[src/rtl/tcmh_pkg.sv]
`timescale 1ns / 1ps
// Package for the track cut / momentum histogram block.
// Types, register indexes, opcodes and reset values; no dependencies.
package tcmh_pkg;

  localparam int NBINS       = 512;
  localparam int COUNT_WIDTH = 32;
  localparam int BIN_W       = $clog2(NBINS);

  localparam int CFG_IDX_W  = 3;
  localparam int CFG_DATA_W = 32;
  localparam int MUL_W      = 42;  // 18-bit offset times 24-bit scale

  // register indexes
  localparam logic [CFG_IDX_W-1:0] CFG_MIN_HITS     = 3'd0;
  localparam logic [CFG_IDX_W-1:0] CFG_MAX_TERR     = 3'd1;
  localparam logic [CFG_IDX_W-1:0] CFG_MAX_PERR     = 3'd2;
  localparam logic [CFG_IDX_W-1:0] CFG_MIN_FIT_CONS = 3'd3;
  localparam logic [CFG_IDX_W-1:0] CFG_LOW_EDGE     = 3'd4;
  localparam logic [CFG_IDX_W-1:0] CFG_HIGH_EDGE    = 3'd5;
  localparam logic [CFG_IDX_W-1:0] CFG_BIN_SCALE    = 3'd6;
  localparam logic [CFG_IDX_W-1:0] CFG_NUM_BINS     = 3'd7;

  // opcodes
  localparam logic [1:0] OP_TRACK     = 2'd0;
  localparam logic [1:0] OP_READ      = 2'd1;
  localparam logic [1:0] OP_READ_CLR  = 2'd2;

  // reset values
  localparam logic [7:0]  RST_MIN_HITS     = 8'd20;
  localparam logic [15:0] RST_MAX_TERR     = 16'd1536;
  localparam logic [15:0] RST_MAX_PERR     = 16'd205;
  localparam logic [31:0] RST_MIN_FIT_CONS = 32'd429497;
  localparam logic [17:0] RST_LOW_EDGE     = 18'd104960;
  localparam logic [17:0] RST_HIGH_EDGE    = 18'd108544;
  localparam logic [23:0] RST_BIN_SCALE    = 24'd6400;
  localparam logic [9:0]  RST_NUM_BINS     = 10'd350;

  // 130 MeV/c in 1/1024 units
  localparam logic [17:0] MOM_CEILING = 18'd133120;

  localparam logic [COUNT_WIDTH-1:0] BIN_MAX = {COUNT_WIDTH{1'b1}};
  localparam logic [31:0]            CTR_MAX = 32'hFFFF_FFFF;

  typedef struct packed {
    logic [7:0]       min_active_hits;
    logic [15:0]      max_time_error;
    logic [15:0]      max_momentum_error;
    logic [31:0]      min_fit_consistency;
    logic [17:0]      low_edge;
    logic [17:0]      high_edge;
    logic [23:0]      bin_scale;
    logic [BIN_W-1:0] last_bin;   // clamped num_bins minus one
  } cfg_t;

endpackage

[src/rtl/tcmh_cfg_regs.sv]
`timescale 1ns / 1ps
// Configuration register file for the cut and binning settings.
// Depends on tcmh_pkg.
module tcmh_cfg_regs (
  input  logic                              clk,
  input  logic                              rst,
  input  logic                              cfg_we,
  input  logic [tcmh_pkg::CFG_IDX_W-1:0]    cfg_index,
  input  logic [tcmh_pkg::CFG_DATA_W-1:0]   cfg_data,
  output tcmh_pkg::cfg_t                    cfg
);

  logic [7:0]  min_active_hits;
  logic [15:0] max_time_error;
  logic [15:0] max_momentum_error;
  logic [31:0] min_fit_consistency;
  logic [17:0] low_edge;
  logic [17:0] high_edge;
  logic [23:0] bin_scale;
  logic [9:0]  num_bins;
  logic [tcmh_pkg::BIN_W-1:0] last_bin;

  always_ff @(posedge clk) begin
    if (rst) begin
      min_active_hits     <= tcmh_pkg::RST_MIN_HITS;
      max_time_error      <= tcmh_pkg::RST_MAX_TERR;
      max_momentum_error  <= tcmh_pkg::RST_MAX_PERR;
      min_fit_consistency <= tcmh_pkg::RST_MIN_FIT_CONS;
      low_edge            <= tcmh_pkg::RST_LOW_EDGE;
      high_edge           <= tcmh_pkg::RST_HIGH_EDGE;
      bin_scale           <= tcmh_pkg::RST_BIN_SCALE;
      num_bins            <= tcmh_pkg::RST_NUM_BINS;
    end else if (cfg_we) begin
      unique case (cfg_index)
        tcmh_pkg::CFG_MIN_HITS:     min_active_hits     <= cfg_data[7:0];
        tcmh_pkg::CFG_MAX_TERR:     max_time_error      <= cfg_data[15:0];
        tcmh_pkg::CFG_MAX_PERR:     max_momentum_error  <= cfg_data[15:0];
        tcmh_pkg::CFG_MIN_FIT_CONS: min_fit_consistency <= cfg_data[31:0];
        tcmh_pkg::CFG_LOW_EDGE:     low_edge            <= cfg_data[17:0];
        tcmh_pkg::CFG_HIGH_EDGE:    high_edge           <= cfg_data[17:0];
        tcmh_pkg::CFG_BIN_SCALE:    bin_scale           <= cfg_data[23:0];
        tcmh_pkg::CFG_NUM_BINS:     num_bins            <= cfg_data[9:0];
        default: ;
      endcase
    end
  end

  // zero bins acts as one, more than the store holds acts as the full store
  always_comb begin
    if (num_bins == 10'd0) begin
      last_bin = '0;
    end else if (32'(num_bins) > 32'(tcmh_pkg::NBINS)) begin
      last_bin = tcmh_pkg::BIN_W'(tcmh_pkg::NBINS - 1);
    end else begin
      last_bin = tcmh_pkg::BIN_W'(num_bins - 10'd1);
    end
  end

  assign cfg.min_active_hits     = min_active_hits;
  assign cfg.max_time_error      = max_time_error;
  assign cfg.max_momentum_error  = max_momentum_error;
  assign cfg.min_fit_consistency = min_fit_consistency;
  assign cfg.low_edge            = low_edge;
  assign cfg.high_edge           = high_edge;
  assign cfg.bin_scale           = bin_scale;
  assign cfg.last_bin            = last_bin;

endmodule

[config.mk]
export PLATFORM = sky130hd
export DESIGN_NAME = tcmh_cfg_regs
export DESIGN_NICKNAME = d
export VERILOG_FILES = /design/src/rtl/tcmh_pkg.sv /design/src/rtl/tcmh_cfg_regs.sv
export SDC_FILE = /design/constraint.sdc
export NUM_CORES = 1
export LEC_CHECK = 0
export ABC_AREA = 0
export CORE_UTILIZATION = 29
export DETAILED_ROUTE_END_ITERATION = 10
export DONT_BUFFER_PORTS = 1
export PLACE_DENSITY_LB_ADDON = 0.05
export SLEW_MARGIN = 40
export SYNTH_ARGS = -nofsm -noshare
export SYNTH_HDL_FRONTEND = slang
export SYNTH_SLANG_ARGS = --single-unit
[constraint.sdc]
create_clock -name clk -period 5.63 [get_ports clk]
set_clock_uncertainty 0.05 [all_clocks]
set_input_delay 0.8445 -clock clk [delete_from_list [all_inputs] [get_ports clk]]
set_output_delay 0.8445 -clock clk [all_outputs]
set_load 0.05 [all_outputs]
* Word-level counts from Yosys, hierarchy flattened
Index checks and enable logic that the tools add are counted.
** Word-level totals
- Flip-flop bits (word level) :: 142
- Output and inout bits :: 141
** Cells by class
- Reduce and logical (&&, ||, !) cells :: 10
- $lt $le $gt $ge :: 1
- Equal/unequal tests :: 7
- Muxes and demuxes :: 2
- $add $sub $neg :: 1
** Operators with widths (number)
- $mux 9 :: 2
- $reduce_and 2->1 :: 8
- $eq 3x3->1 const B :: 4
- $gt 10x10->1 const B :: 1
- $logic_not 10->1 :: 1
- $sub 9x1->9 const B :: 1
- $eq 3x2->1 const B :: 2
- $eq 3x1->1 const B :: 1
- $logic_not 3->1 :: 1

* Longest topological paths before layout
- Word-level depth :: 3
- Depth in mapped cells :: 6
- Mapped depth without buffers :: 6

* Worst setup path before layout
No wires, ideal clock.
- Kind :: register to output
- Start :: register num_bins[0]
- End :: output cfg[4] in the netlist's numbering
- Path slack :: 2534 ps
- Required time :: 4736 ps
- Buffers on the path :: 0
- Data arrival time :: 2202 ps
- Stages on the path, launching flop included :: 5
- Cell sequence :: dfxtp_1 > inv_1 > ha_1 > or4b_4 > o21ai_0
** RTL lines
- start: declaration :: line tcmh_cfg_regs.sv:20 : logic [9:0] num_bins;
- start signal: assignment :: line tcmh_cfg_regs.sv:32 : num_bins <= tcmh_pkg::RST_NUM_BINS;
- start signal: assignment :: line tcmh_cfg_regs.sv:42 : tcmh_pkg::CFG_NUM_BINS: num_bins <= cfg_data[9:0];
- end: declaration :: line tcmh_cfg_regs.sv:10 : output tcmh_pkg::cfg_t cfg

==> metrics.log <==
[metrics] status: finished, final reports clean
[metrics] antenna violations before repair: 0
[metrics] count leader, synth: nand2_1
[metrics] Ant. Diodes: 0
[metrics] worst ir drop on vdd: 0.0002050 V
[metrics] wire length per cell after detailed routing: 19.32 um
[metrics] largest stage delay on the critical path: about 0.52 ns
[metrics] post-layout power: 0.002290 W
[metrics] standard-cell rows: 49
[metrics] reported leakage power: 2.156 nW
[metrics] post-synthesis async set-or-reset flop share: 0
[metrics] Worst EP required: approximately 4.7 ns
[metrics] Most used DFF post-synth: dfxtp_1
[metrics] area enclosed by the die boundary: around 0.019 mm^2
[metrics] half-perimeter wire length after placement: 11170 um
[metrics] met2 Use GR: 0.2963
[metrics] Final Critical Period: between 3 and 4 ns
[metrics] TritonCTS buffer count: 17
[metrics] cell types with the largest area share after synthesis: dfxtp_1 54%, nand2_1 21%, a21oi_1 11%, nand3b_1 5.5%, clkbuf_1 2.2%
[metrics] count of hold buffers inserted by post-cts repair: 0
[metrics] most frequent cells after synthesis: 292 x nand2_1, 142 x dfxtp_1, 112 x a21oi_1, 39 x nand3b_1, 31 x clkbuf_1
[metrics] final estimated routing congestion in global placement: around 0.77
[metrics] Core Area: 0.01790 mm^2
[metrics] met3 usage in global routing: 0.06111
[metrics] final non-filler cell area: around 0.0060 mm^2
[metrics] number of global-route vias before repair: about 3900
[metrics] placed inst area: 0.005445 mm^2
[metrics] power per cell area: 380.0 mW/mm^2
[metrics] share of synthesized area occupied by flip-flops and latches: 0.5375
[metrics] routed vias: 4372
[metrics] Gates resized, CTS repair: 0
[metrics] internal power summed over all cells: 0.001708 W
[metrics] total global routing overflow: 0
[metrics] DR vias/cell: between 4 and 5
[metrics] wire length of the first global-routing pass: 25370 um
[metrics] cell at the slowest stage of the critical path: or4b_4
[metrics] residual DRC count: 0
[metrics] layout net count: 695
[metrics] arrival time at the worst endpoint: 2.51 ns
[metrics] FILL cells: 1927
[metrics] unrepaired setup endpoints after global routing: false
[metrics] Die Ht: between 100 and 150 um
[metrics] number of sinks driven by the clock tree: 142
[metrics] fraction of layout cells with a size suffix above 1: 0.07922
[metrics] busiest layer in global routing: met2
[metrics] cell taking the most area after synthesis: dfxtp_1
[metrics] met1 global-route usage: 0.2389
[metrics] ratio of final minimum period to clock period: 0.6041
[metrics] setup-violating endpoint count in the final report: 0
[metrics] clock group share of total power: 0.472
[metrics] worst-case clock buffer depth: 2
[metrics] area taken by flip-flops and latches: 0.002843 mm^2
[metrics] first-pass detailed-route iteration total: 4
[metrics] post-placement worst setup slack: 2.646 ns
[metrics] gr usage total: 0.1875
[metrics] Startpoint Class: register
[metrics] antenna-violating nets left: 0
[metrics] Max Cap Viol: 0
[metrics] post-synth cell types: 28
[metrics] register bit count reported by yosys: ~140
[metrics] sum of routed wire length over all layers: 17350 um
[metrics] Sw Ratio: 0.2541
[metrics] Mapped Area: approximately 0.0053 mm^2
[metrics] cells along the critical path: inv_1 -> ha_1 -> or4b_4 -> or4_1 -> nand3b_1
[metrics] post-synthesis to final-layout area growth: 13.93%
[metrics] clock transition time at the flip-flop clock pins of the worst setup and hold paths: 0.06 ns
[metrics] clock tree root buffer cell: clkbuf_16
[metrics] Clock Latency Late Sink: between 0.4 and 0.5 ns
[metrics] sequential power share: 0.494
[metrics] Peak Freq: about 0.3 GHz
[metrics] pin count of the biggest net entering global routing: between 100 and 150
[metrics] Crit path max-delay family: simple AND/OR/NAND/NOR gates
[metrics] total buffers and inverters traversed by the critical path: 1
[metrics] kind of critical path: reg -> out
[metrics] worst slew pin tran: 0.7524 ns
[metrics] final setup TNS: 0 ns
[metrics] largest fanout on the critical path: 6
[metrics] Clock H-tree levels: 4
[metrics] classification of the worst-slack hold path: in -> reg
[metrics] proportion of power drawn by combinational gates: 0.034
[metrics] I/O pin cnt: 179
[metrics] final hold violations: 0
[metrics] TritonCTS clock tree: done
[metrics] normalized max-slew margin: 0.4979
[metrics] share of the synthesized area in the top cell type: 0.5375
[metrics] synthesis warning total: 0
[metrics] Post-CTS Repair Setup Buffers: 0
[metrics] Post-synth EDFFs: 0
[metrics] Worst Setup End Kind: primary output
[metrics] post-route worst setup slack: 2.229 ns
[metrics] port buffer count: 0
[metrics] Synth Instances: 681
[metrics] footprint of the multi-input gates: 0.002288 mm^2
[metrics] Final Slew Violations: 0
[metrics] switching power: between 0.0005 and 0.0006 W
[metrics] DRC violation total after the first TritonRoute iteration: 250
[metrics] Syn Area/Cell: 7.766 um^2
[metrics] post-synth net total: 720
[metrics] horizontal die dimension: 137.0 um
[metrics] Starting Density: 0.2954
-- power groups by stage --
stage / registers, W / logic (W) / clock network [W]
6_report: 0.00113 / 0.0000784 / 0.00108
2_1_floorplan: 0.00115 / 0.0000864 / 0
3_5_place_dp: 0.00115 / 0.0000795 / 0
5_1_grt: 0.00113 / 0.0000888 / 0.00117
4_1_cts: 0.00113 / 0.0000797 / 0.00111
3_3_place_gp: 0.00115 / 0.0000760 / 0
-- cells by family after synthesis --
family,count (synthesis),share of synthesized area
AND/OR/NAND/NOR,365,0.2997
multiplexers,1,0.002129
XOR/XNOR,2,0.003313
adder cells (fa/ha/maj),1,0.002365
flip-flops,142,0.5375
buffers and inverters,51,0.03998
AO/OA/AOI/OAI,119,0.1150
-- routing by layer --
layer	up-vias	wire, um
li1	2161	-
met1	2071	7381
met2	128	8308
met3	12	1462
met4	0	194
met5	-	0
-- stage by stage --
stage | util | instances | hold WS (ns)
3_3_place_gp | 0.3020 | 866 | 0.4419
5_1_grt | 0.3366 | 898 | 0.4332
2_1_floorplan | - | 681 | 0.4257
3_5_place_dp | 0.3042 | 866 | 0.4525
4_1_cts | 0.3360 | 898 | 0.4264
6_report | 0.3366 | 898 | 0.4538
-- placed cells by master (no fill, tap or decap), types with 2 or more instances in the layout --
cell type and instances:
clkbuf_8 4, clkinv_2 6, nand3_2 3, a21oi_2 3, nand3b_1 39, nor4_1 2, nand2_1 292, nor3_2 2
nor3_1 2, buf_4 3, a21oi_1 109, nand3_1 3, dfxtp_1 142, nor2_4 2, inv_1 4, nor2b_1 3
clkinvlp_4 4, nor2_2 3, clkbuf_16 17, nor2_1 6, nand2b_1 4, xor2_1 2, o21ai_0 2
-- area by class of cell --
type                       instances  share of cell area
tap                              229             0.04755
multi-input combinational        488              0.3798
inverter                           4            0.002492
timing repair buffer               3            0.003738
sequential                       142              0.4718
clock buffer                      21             0.07973
clock inverter                    11             0.01495
-- worst paths after layout --
path	to	startpoint	depth (start not counted)	slack, ns
setup / recovery	cfg[6]	num_bins[0]	5	2.23
hold / removal	bin_scale[22]	rst	1	0.45
setup reg to reg	min_fit_consistency[2]	min_fit_consistency[2]	2	4.57
hold reg to reg	num_bins[1]	num_bins[1]	2	0.46
-- state kept, by name, indices dropped and copies added (netlist names) --
name	count
min_fit_consistency	32
max_momentum_error	16
low_edge	18
min_active_hits	8
high_edge	18
max_time_error	16
bin_scale	24
num_bins	10
(Power assumes the default switching activity.)
